File: src/crr_pkg.sv
// Shared types and constants for the character rounding upscaler.
`timescale 1ns / 1ps

package crr_pkg;

   // Output line field width and its byte-padded stream width
   localparam int LINE_W     = 12;
   localparam int RSP_DATA_W = 16;

   // Input sideband bit positions
   localparam int USER_W        = 2;
   localparam int USER_FIRST    = 0;
   localparam int USER_ROUNDING = 1;

   // Line selector within one source row
   localparam logic LINE_UPPER = 1'b0;
   localparam logic LINE_LOWER = 1'b1;

   // Control of the line currently offered by the row buffer
   typedef struct packed {
      logic valid;
      logic lower;
      logic last;
      logic rounding;
   } job_ctl_type;

endpackage

File: src/crr_line.sv
// Combinational builder of one doubled output line with diagonal rounding.
`timescale 1ns / 1ps

module crr_line #(
   parameter int SOURCE_WIDTH = 6
) (
   input  logic [SOURCE_WIDTH-1:0]       up_row,
   input  logic [SOURCE_WIDTH-1:0]       cur_row,
   input  logic [SOURCE_WIDTH-1:0]       down_row,
   input  crr_pkg::job_ctl_type          ctl,
   output logic [crr_pkg::LINE_W-1:0]    line_bits
);

   localparam int WIDE_W = 2 * SOURCE_WIDTH;

   logic [SOURCE_WIDTH+1:0] cur_x;
   logic [SOURCE_WIDTH+1:0] side_x;
   logic [WIDE_W-1:0]       wide;

   // Pad both rows with a clear pixel on each side
   assign cur_x  = {1'b0, cur_row, 1'b0};
   assign side_x = (ctl.lower == crr_pkg::LINE_LOWER) ? {1'b0, down_row, 1'b0}
                                                      : {1'b0, up_row, 1'b0};

   // Fill lit cells, round the corners of clear cells when rounding is on
   always_comb begin
      wide = '0;
      for (int b = 0; b < SOURCE_WIDTH; b++) begin
         if (cur_x[b+1]) begin
            wide[2*b+1] = 1'b1;
            wide[2*b]   = 1'b1;
         end else if (ctl.rounding) begin
            wide[2*b+1] = side_x[b+1] & cur_x[b+2] & ~side_x[b+2];
            wide[2*b]   = side_x[b+1] & cur_x[b]   & ~side_x[b];
         end
      end
   end

   // Fit the line to the output field
   generate
      if (WIDE_W >= crr_pkg::LINE_W) begin : g_trunc
         assign line_bits = wide[crr_pkg::LINE_W-1:0];
      end else begin : g_ext
         assign line_bits = {{(crr_pkg::LINE_W-WIDE_W){1'b0}}, wide};
      end
   endgenerate

endmodule

File: src/crr_rows.sv
// Row history and two-entry buffer of source rows waiting to be expanded.
`timescale 1ns / 1ps

module crr_rows #(
   parameter int SOURCE_WIDTH = 6
) (
   input  logic                     clock,
   input  logic                     reset,
   input  logic                     in_valid,
   output logic                     in_ready,
   input  logic [SOURCE_WIDTH-1:0]  in_row,
   input  logic                     in_first,
   input  logic                     in_last,
   input  logic                     in_rounding,
   input  logic                     advance,
   output crr_pkg::job_ctl_type     ctl,
   output logic [SOURCE_WIDTH-1:0]  up_row,
   output logic [SOURCE_WIDTH-1:0]  cur_row,
   output logic [SOURCE_WIDTH-1:0]  down_row
);

   // Character history
   logic [SOURCE_WIDTH-1:0] above_ff, above_in;
   logic [SOURCE_WIDTH-1:0] pend_ff, pend_in;
   logic                    have_ff, have_in;
   logic                    rnd_ff, rnd_in;

   // Row jobs: entry 0 is on the output, entry 1 follows
   logic [SOURCE_WIDTH-1:0] j0_up_ff, j0_up_in, j0_cur_ff, j0_cur_in, j0_dn_ff, j0_dn_in;
   logic [SOURCE_WIDTH-1:0] j1_up_ff, j1_up_in, j1_cur_ff, j1_cur_in, j1_dn_ff, j1_dn_in;
   logic                    j0_valid_ff, j0_valid_in, j1_valid_ff, j1_valid_in;
   logic                    j0_last_ff, j0_last_in, j1_last_ff, j1_last_in;
   logic                    phase_ff, phase_in;
   logic                    job_rnd_ff, job_rnd_in;

   logic                    accept;
   logic [SOURCE_WIDTH-1:0] above0, above1;
   logic                    have0;

   // Take a beat once the buffer drains by the end of this cycle
   assign in_ready = ~j0_valid_ff
                   | (advance & (phase_ff == crr_pkg::LINE_LOWER) & ~j1_valid_ff);
   assign accept   = in_valid & in_ready;

   // Row context after a possible character start
   assign above0 = in_first ? '0 : above_ff;
   assign have0  = in_first ? 1'b0 : have_ff;
   assign above1 = have0 ? pend_ff : above0;

   // Update history and buffer
   always_comb begin
      above_in    = above_ff;
      pend_in     = pend_ff;
      have_in     = have_ff;
      rnd_in      = rnd_ff;
      j0_up_in    = j0_up_ff;
      j0_cur_in   = j0_cur_ff;
      j0_dn_in    = j0_dn_ff;
      j0_last_in  = j0_last_ff;
      j0_valid_in = j0_valid_ff;
      j1_up_in    = j1_up_ff;
      j1_cur_in   = j1_cur_ff;
      j1_dn_in    = j1_dn_ff;
      j1_last_in  = j1_last_ff;
      j1_valid_in = j1_valid_ff;
      phase_in    = phase_ff;
      job_rnd_in  = job_rnd_ff;

      // Advance through the queued lines
      if (advance) begin
         if (phase_ff == crr_pkg::LINE_UPPER) begin
            phase_in = crr_pkg::LINE_LOWER;
         end else begin
            phase_in    = crr_pkg::LINE_UPPER;
            j0_up_in    = j1_up_ff;
            j0_cur_in   = j1_cur_ff;
            j0_dn_in    = j1_dn_ff;
            j0_last_in  = j1_last_ff;
            j0_valid_in = j1_valid_ff;
            j1_valid_in = 1'b0;
         end
      end

      // Load the jobs of a new beat
      if (accept) begin
         rnd_in      = in_first ? in_rounding : rnd_ff;
         job_rnd_in  = rnd_in;
         phase_in    = crr_pkg::LINE_UPPER;
         j1_valid_in = 1'b0;
         j0_valid_in = have0 | in_last;
         if (have0) begin
            j0_up_in   = above0;
            j0_cur_in  = pend_ff;
            j0_dn_in   = in_row;
            j0_last_in = 1'b0;
            j1_up_in   = above1;
            j1_cur_in  = in_row;
            j1_dn_in   = '0;
            j1_last_in = 1'b1;
            j1_valid_in = in_last;
         end else begin
            j0_up_in   = above1;
            j0_cur_in  = in_row;
            j0_dn_in   = '0;
            j0_last_in = 1'b1;
         end
         if (in_last) begin
            above_in = '0;
            pend_in  = '0;
            have_in  = 1'b0;
         end else begin
            above_in = above1;
            pend_in  = in_row;
            have_in  = 1'b1;
         end
      end
   end

   // Hold state
   always_ff @(posedge clock) begin
      if (reset) begin
         above_ff    <= '0;
         pend_ff     <= '0;
         have_ff     <= 1'b0;
         rnd_ff      <= 1'b0;
         j0_valid_ff <= 1'b0;
         j1_valid_ff <= 1'b0;
         phase_ff    <= crr_pkg::LINE_UPPER;
      end else begin
         above_ff    <= above_in;
         pend_ff     <= pend_in;
         have_ff     <= have_in;
         rnd_ff      <= rnd_in;
         j0_valid_ff <= j0_valid_in;
         j1_valid_ff <= j1_valid_in;
         phase_ff    <= phase_in;
      end
   end

   // Job payload
   always_ff @(posedge clock) begin
      j0_up_ff   <= j0_up_in;
      j0_cur_ff  <= j0_cur_in;
      j0_dn_ff   <= j0_dn_in;
      j0_last_ff <= j0_last_in;
      j1_up_ff   <= j1_up_in;
      j1_cur_ff  <= j1_cur_in;
      j1_dn_ff   <= j1_dn_in;
      j1_last_ff <= j1_last_in;
      job_rnd_ff <= job_rnd_in;
   end

   // Offer the current line
   assign ctl.valid    = j0_valid_ff;
   assign ctl.lower    = phase_ff;
   assign ctl.last     = j0_last_ff & (phase_ff == crr_pkg::LINE_LOWER);
   assign ctl.rounding = job_rnd_ff;
   assign up_row       = j0_up_ff;
   assign cur_row      = j0_cur_ff;
   assign down_row     = j0_dn_ff;

endmodule

File: src/font_character_rounding_upscaler.sv
// Top level of the character rounding font upscaler.
//
// Usage:
//   The req_ channel takes one source font row per beat: row pixels in
//   req_tdata, the bottom-row mark in req_tlast, and in req_tuser the
//   top-row mark and the rounding enable for the character. The rsp_
//   channel returns doubled output lines, one per beat, with rsp_tlast
//   on the final line of a character.
//   Each row yields two lines, emitted one row late because a row's lower
//   line needs the row below; a bottom row under a held row flushes four
//   lines, a top row that is not also a bottom row yields none.
//   A row's first line passes through the line buffer and the output
//   register after the beat that completes its context. The block gives
//   one output line per cycle while lines are buffered and rsp_tready is
//   high, set by the single line builder feeding the output register.
//   A new row is taken in the cycle its predecessor's last line moves to
//   the output register, so rows follow back to back.
//   Reset clears the row history, the rounding mode and the line buffer.
//   When rsp_tready is low the output register holds its line and the
//   input stalls once the buffered lines cannot drain.
`timescale 1ns / 1ps

module font_character_rounding_upscaler #(
   parameter int SOURCE_WIDTH = 6
) (
   input  logic                                 clock,
   input  logic                                 reset,
   input  logic                                 req_tvalid,
   output logic                                 req_tready,
   // row_bits
   input  logic [((SOURCE_WIDTH+7)/8)*8-1:0]    req_tdata,
   input  logic                                 req_tlast,
   // first_row, rounding_on
   input  logic [crr_pkg::USER_W-1:0]           req_tuser,
   output logic                                 rsp_tvalid,
   input  logic                                 rsp_tready,
   // line_bits
   output logic [crr_pkg::RSP_DATA_W-1:0]       rsp_tdata,
   output logic                                 rsp_tlast
);

   crr_pkg::job_ctl_type          ctl;
   logic [SOURCE_WIDTH-1:0]       up_row, cur_row, down_row;
   logic [crr_pkg::LINE_W-1:0]    line;
   logic                          advance;

   logic                          rsp_valid_ff, rsp_valid_in;
   logic [crr_pkg::LINE_W-1:0]    rsp_line_ff;
   logic                          rsp_last_ff;

   // Move a line into the output register when it is free
   assign advance = ctl.valid & (~rsp_valid_ff | rsp_tready);

   crr_rows #(
      .SOURCE_WIDTH(SOURCE_WIDTH)
   ) u_rows (
      .clock       (clock),
      .reset       (reset),
      .in_valid    (req_tvalid),
      .in_ready    (req_tready),
      .in_row      (req_tdata[SOURCE_WIDTH-1:0]),
      .in_first    (req_tuser[crr_pkg::USER_FIRST]),
      .in_last     (req_tlast),
      .in_rounding (req_tuser[crr_pkg::USER_ROUNDING]),
      .advance     (advance),
      .ctl         (ctl),
      .up_row      (up_row),
      .cur_row     (cur_row),
      .down_row    (down_row)
   );

   crr_line #(
      .SOURCE_WIDTH(SOURCE_WIDTH)
   ) u_line (
      .up_row    (up_row),
      .cur_row   (cur_row),
      .down_row  (down_row),
      .ctl       (ctl),
      .line_bits (line)
   );

   // Output valid: load, drop when taken
   always_comb begin
      rsp_valid_in = rsp_valid_ff;
      if (advance) begin
         rsp_valid_in = 1'b1;
      end else if (rsp_tready) begin
         rsp_valid_in = 1'b0;
      end
   end

   always_ff @(posedge clock) begin
      if (reset) begin
         rsp_valid_ff <= 1'b0;
      end else begin
         rsp_valid_ff <= rsp_valid_in;
      end
   end

   // Output payload
   always_ff @(posedge clock) begin
      if (advance) begin
         rsp_line_ff <= line;
         rsp_last_ff <= ctl.last;
      end
   end

   assign rsp_tvalid = rsp_valid_ff;
   assign rsp_tdata  = {{(crr_pkg::RSP_DATA_W-crr_pkg::LINE_W){1'b0}}, rsp_line_ff};
   assign rsp_tlast  = rsp_last_ff;

endmodule

File: config.mk
export PLATFORM = sky130hd
export DESIGN_NAME = font_character_rounding_upscaler
export DESIGN_NICKNAME = d
export VERILOG_FILES = /design/src/crr_pkg.sv /design/src/crr_line.sv /design/src/crr_rows.sv /design/src/font_character_rounding_upscaler.sv
export SDC_FILE = /design/constraint.sdc
export NUM_CORES = 1
export LEC_CHECK = 0
export BUFFER_PORTS_ARGS = -buffer_cell sky130_fd_sc_hd__buf_2
export CAP_MARGIN = 20
export CORE_MARGIN = 8
export CORE_UTILIZATION = 55
export DETAILED_ROUTE_END_ITERATION = 6
export PLACE_DENSITY = 0.76
export SYNTH_ARGS = -nofsm -noshare
export SYNTH_HDL_FRONTEND = slang
export SYNTH_SLANG_ARGS = --single-unit
File: constraint.sdc
create_clock -name clock -period 2.4 [get_ports clock]
set_input_delay 0.12 -clock clock [delete_from_list [all_inputs] [get_ports clock]]
set_output_delay 0.12 -clock clock [all_outputs]
set_load 0.03 [all_outputs]
==> impl_metrics.json <==
{
  "outcome": "finished clean",
  "synth-edff-count": 45,
  "async_flop_share": 0,
  "vias_per_cell": 5.58,
  "io_buffers": 27,
  "postCtsSetupBuffers": 0,
  "clock_path_buffers": 2,
  "via_count": 1848,
  "ir_worst_vdd_uv": 507,
  "cp-end-kind": "register",
  "avgSynthCellArea_um2": 12.3,
  "fmax_mhz": 596,
  "cts.clk_slew.worst_paths_ns": 0.07,
  "path_class": "reg -> reg",
  "coreArea_um2": 4980,
  "routabilityCongestion": 0.808,
  "drv_cap": 0,
  "grt_pass1_wl_um": 8600,
  "pre_cts_ws_ns": 0.727,
  "diodes": 0,
  "setup_viol": 0,
  "fin_crit_sh": 0.699,
  "min_period_ns": 1.68,
  "drive_above_1_share": 0.218,
  "synth_cell_types": 38,
  "io_pins": 34,
  "clock-root-buffer": "clkbuf_8",
  "final_hold_viol_count": 0,
  "synth_top_area_frac": 0.489,
  "fin_ws_ns": 0.722,
  "drc_errors": 0,
  "grt_pass1_vias": 1754,
  "antenna_found_initial": 0,
  "finClkSkew_ns": 0.00664,
  "worst_pin_slew_ns": 0.530,
  "layout_common_cells": "edfxtp_1, o21ai_0, buf_2",
  "fin_nets": 271,
  "p_leak_nw": 1.12,
  "arrival_ns": 1.71,
  "drtAntennaViolNets": 0,
  "synthCells": 225,
  "h-tree-depth": 3,
  "max-slew-margin-rel": 0.645,
  "cts_buffers": 9,
  "row_count": 26,
  "die_x_um": 86.9,
  "area_growth_syn_to_layout_pct": 12.9,
  "wl_per_cell_um": 15.9,
  "holdWs_ns": 0.0154,
  "start_kind": "register",
  "tns_ns": 0,
  "insertion_delay_ns": 0.34,
  "cts_sinks": 63,
  "drt_wl_total_um": 5260,
  "grt_max_degree": 20,
  "fp.dieH_um": 86.9,
  "drt_first_pass_iters": 5,
  "synth_top_flop_cell": "edfxtp_1",
  "path_max_fanout": 19,
  "ys_ff_latch": 63,
  "cts_tree": "done",
  "ys_seq_area_frac": 0.619,
  "synth_area_leaders": "edfxtp_1, dfxtp_1, mux2i_1, o21ai_0, mux2_2",
  "first_iter_violations": 124,
  "maxSlewViolCount": 0,
  "hold_path.class": "in -> reg",
  "start_util": 0.556,
  "track_usage": 0.151,
  "dieArea_um2": 7550,
  "synth_top_cell_by_area": "edfxtp_1",
  "grt_overflow": 0,
  "syn_area_um2": 2770,
  "yosysWarnings": 0,
  "grt_setup_unrepaired": "no",
  "power.density_nw_per_um2": 758,
  "final_common_cell": "edfxtp_1",
  "hpwl_um": 3480,
  "required_ns": 2.43
}
==> flip-flops by register name, summed over array words and instances, names as in the netlist, 6 cells and up <==
| signal | count |
|---|---|
| u_rows.down_row | 6 |
| u_rows.pend_ff | 6 |
| rsp_line_ff | 12 |
| u_rows.j1_up_ff | 6 |
| u_rows.above_ff | 6 |
| u_rows.up_row | 6 |
| u_rows.cur_row | 6 |
| u_rows.j1_cur_ff | 6 |
==> cell usage after synthesis (3+ instances only) <==
library cell	count
nand2_1	11
o21ai_0	29
clkbuf_1	5
nand4b_1	4
a41o_1	4
buf_4	7
a21oi_1	7
nor2_1	11
dfxtp_1	18
nand2b_1	7
nor3_1	3
a21o_1	4
edfxtp_1	45
mux2i_1	16
mux2_2	5
o21ai_1	9
and2_1	7
nand4_1	7
==> timing repair <==
action | CTS | global route
hold buffers | 1 | 0
endpoints found under the hold margin | 1 | 0
gates resized for setup | 0 | 0
==> layout make-up <==
cell class                 instances  area (um2)
sequential                        63        1710
inverter                           5        26.3
clock buffer                       9         124
multi-input combinational        144         935
clock inverter                     7        53.8
fill                             438        1860
timing repair buffer              33         183
tap                               70        87.6
==> per-stage QoR <==
stage	area, um2	utilization	std cells	power (mW)
6_report	3120	0.627	331	2.36
5_1_grt	3120	0.627	331	2.45
4_1_cts	3120	0.627	331	2.37
3_5_place_dp	2930	0.589	314	1.54
3_3_place_gp	2930	0.589	314	1.53
2_1_floorplan	2780	-	228	1.47
==> critical path: stages, from the launching register on <==
cell	delay, ns
dfxtp_1	0.31
nand2b_1	0.14
o21a_4	0.28
inv_8	0.15
nand2_4	0.14
nand2_1	0.10
buf_4	0.24
==> layer usage <==
layer  global-route usage  wire length [um]
met3               0.0472               316
met1                0.190              2410
met4               0.0845               106
met2                0.225              2420
met5                    0                 0
==> power by group <==
group          internal [mW]  leakage, nW  total (mW)  switching (mW)
Sequential              1.23        0.575        1.26          0.0257
Clock                  0.460       0.0906       0.847           0.387
Combinational         0.0859        0.454       0.260           0.174
==> cell families after synthesis <==
group	count (synthesis)	share of synthesized area
flops	63	0.619
compound gates	59	0.127
simple gates	59	0.124
mux	21	0.0783
buf+inv	21	0.0471
xor+xnor	1	0.00317
other cells	1	0.00136
==> path summary, 6_finish.rpt <==
kind,startpoint,endpoint,slack (ns),cells after the start
max reg2reg,u_rows.j1_valid_ff$_SDFFE_PP0P_,u_rows.down_row[4]$_SDFFCE_PN0P_,0.72,6
min reg2reg,u_rows.above_ff[5]$_SDFFE_PP0P_,u_rows.above_ff[5]$_SDFFE_PP0P_,0.48,2
max,u_rows.j1_valid_ff$_SDFFE_PP0P_,u_rows.down_row[4]$_SDFFCE_PN0P_,0.72,6
min,req_tdata[4],u_rows.j1_cur_ff[4]$_DFFE_PP_,0.02,1
No activity file was read; power rests on OpenSTA's default activity.
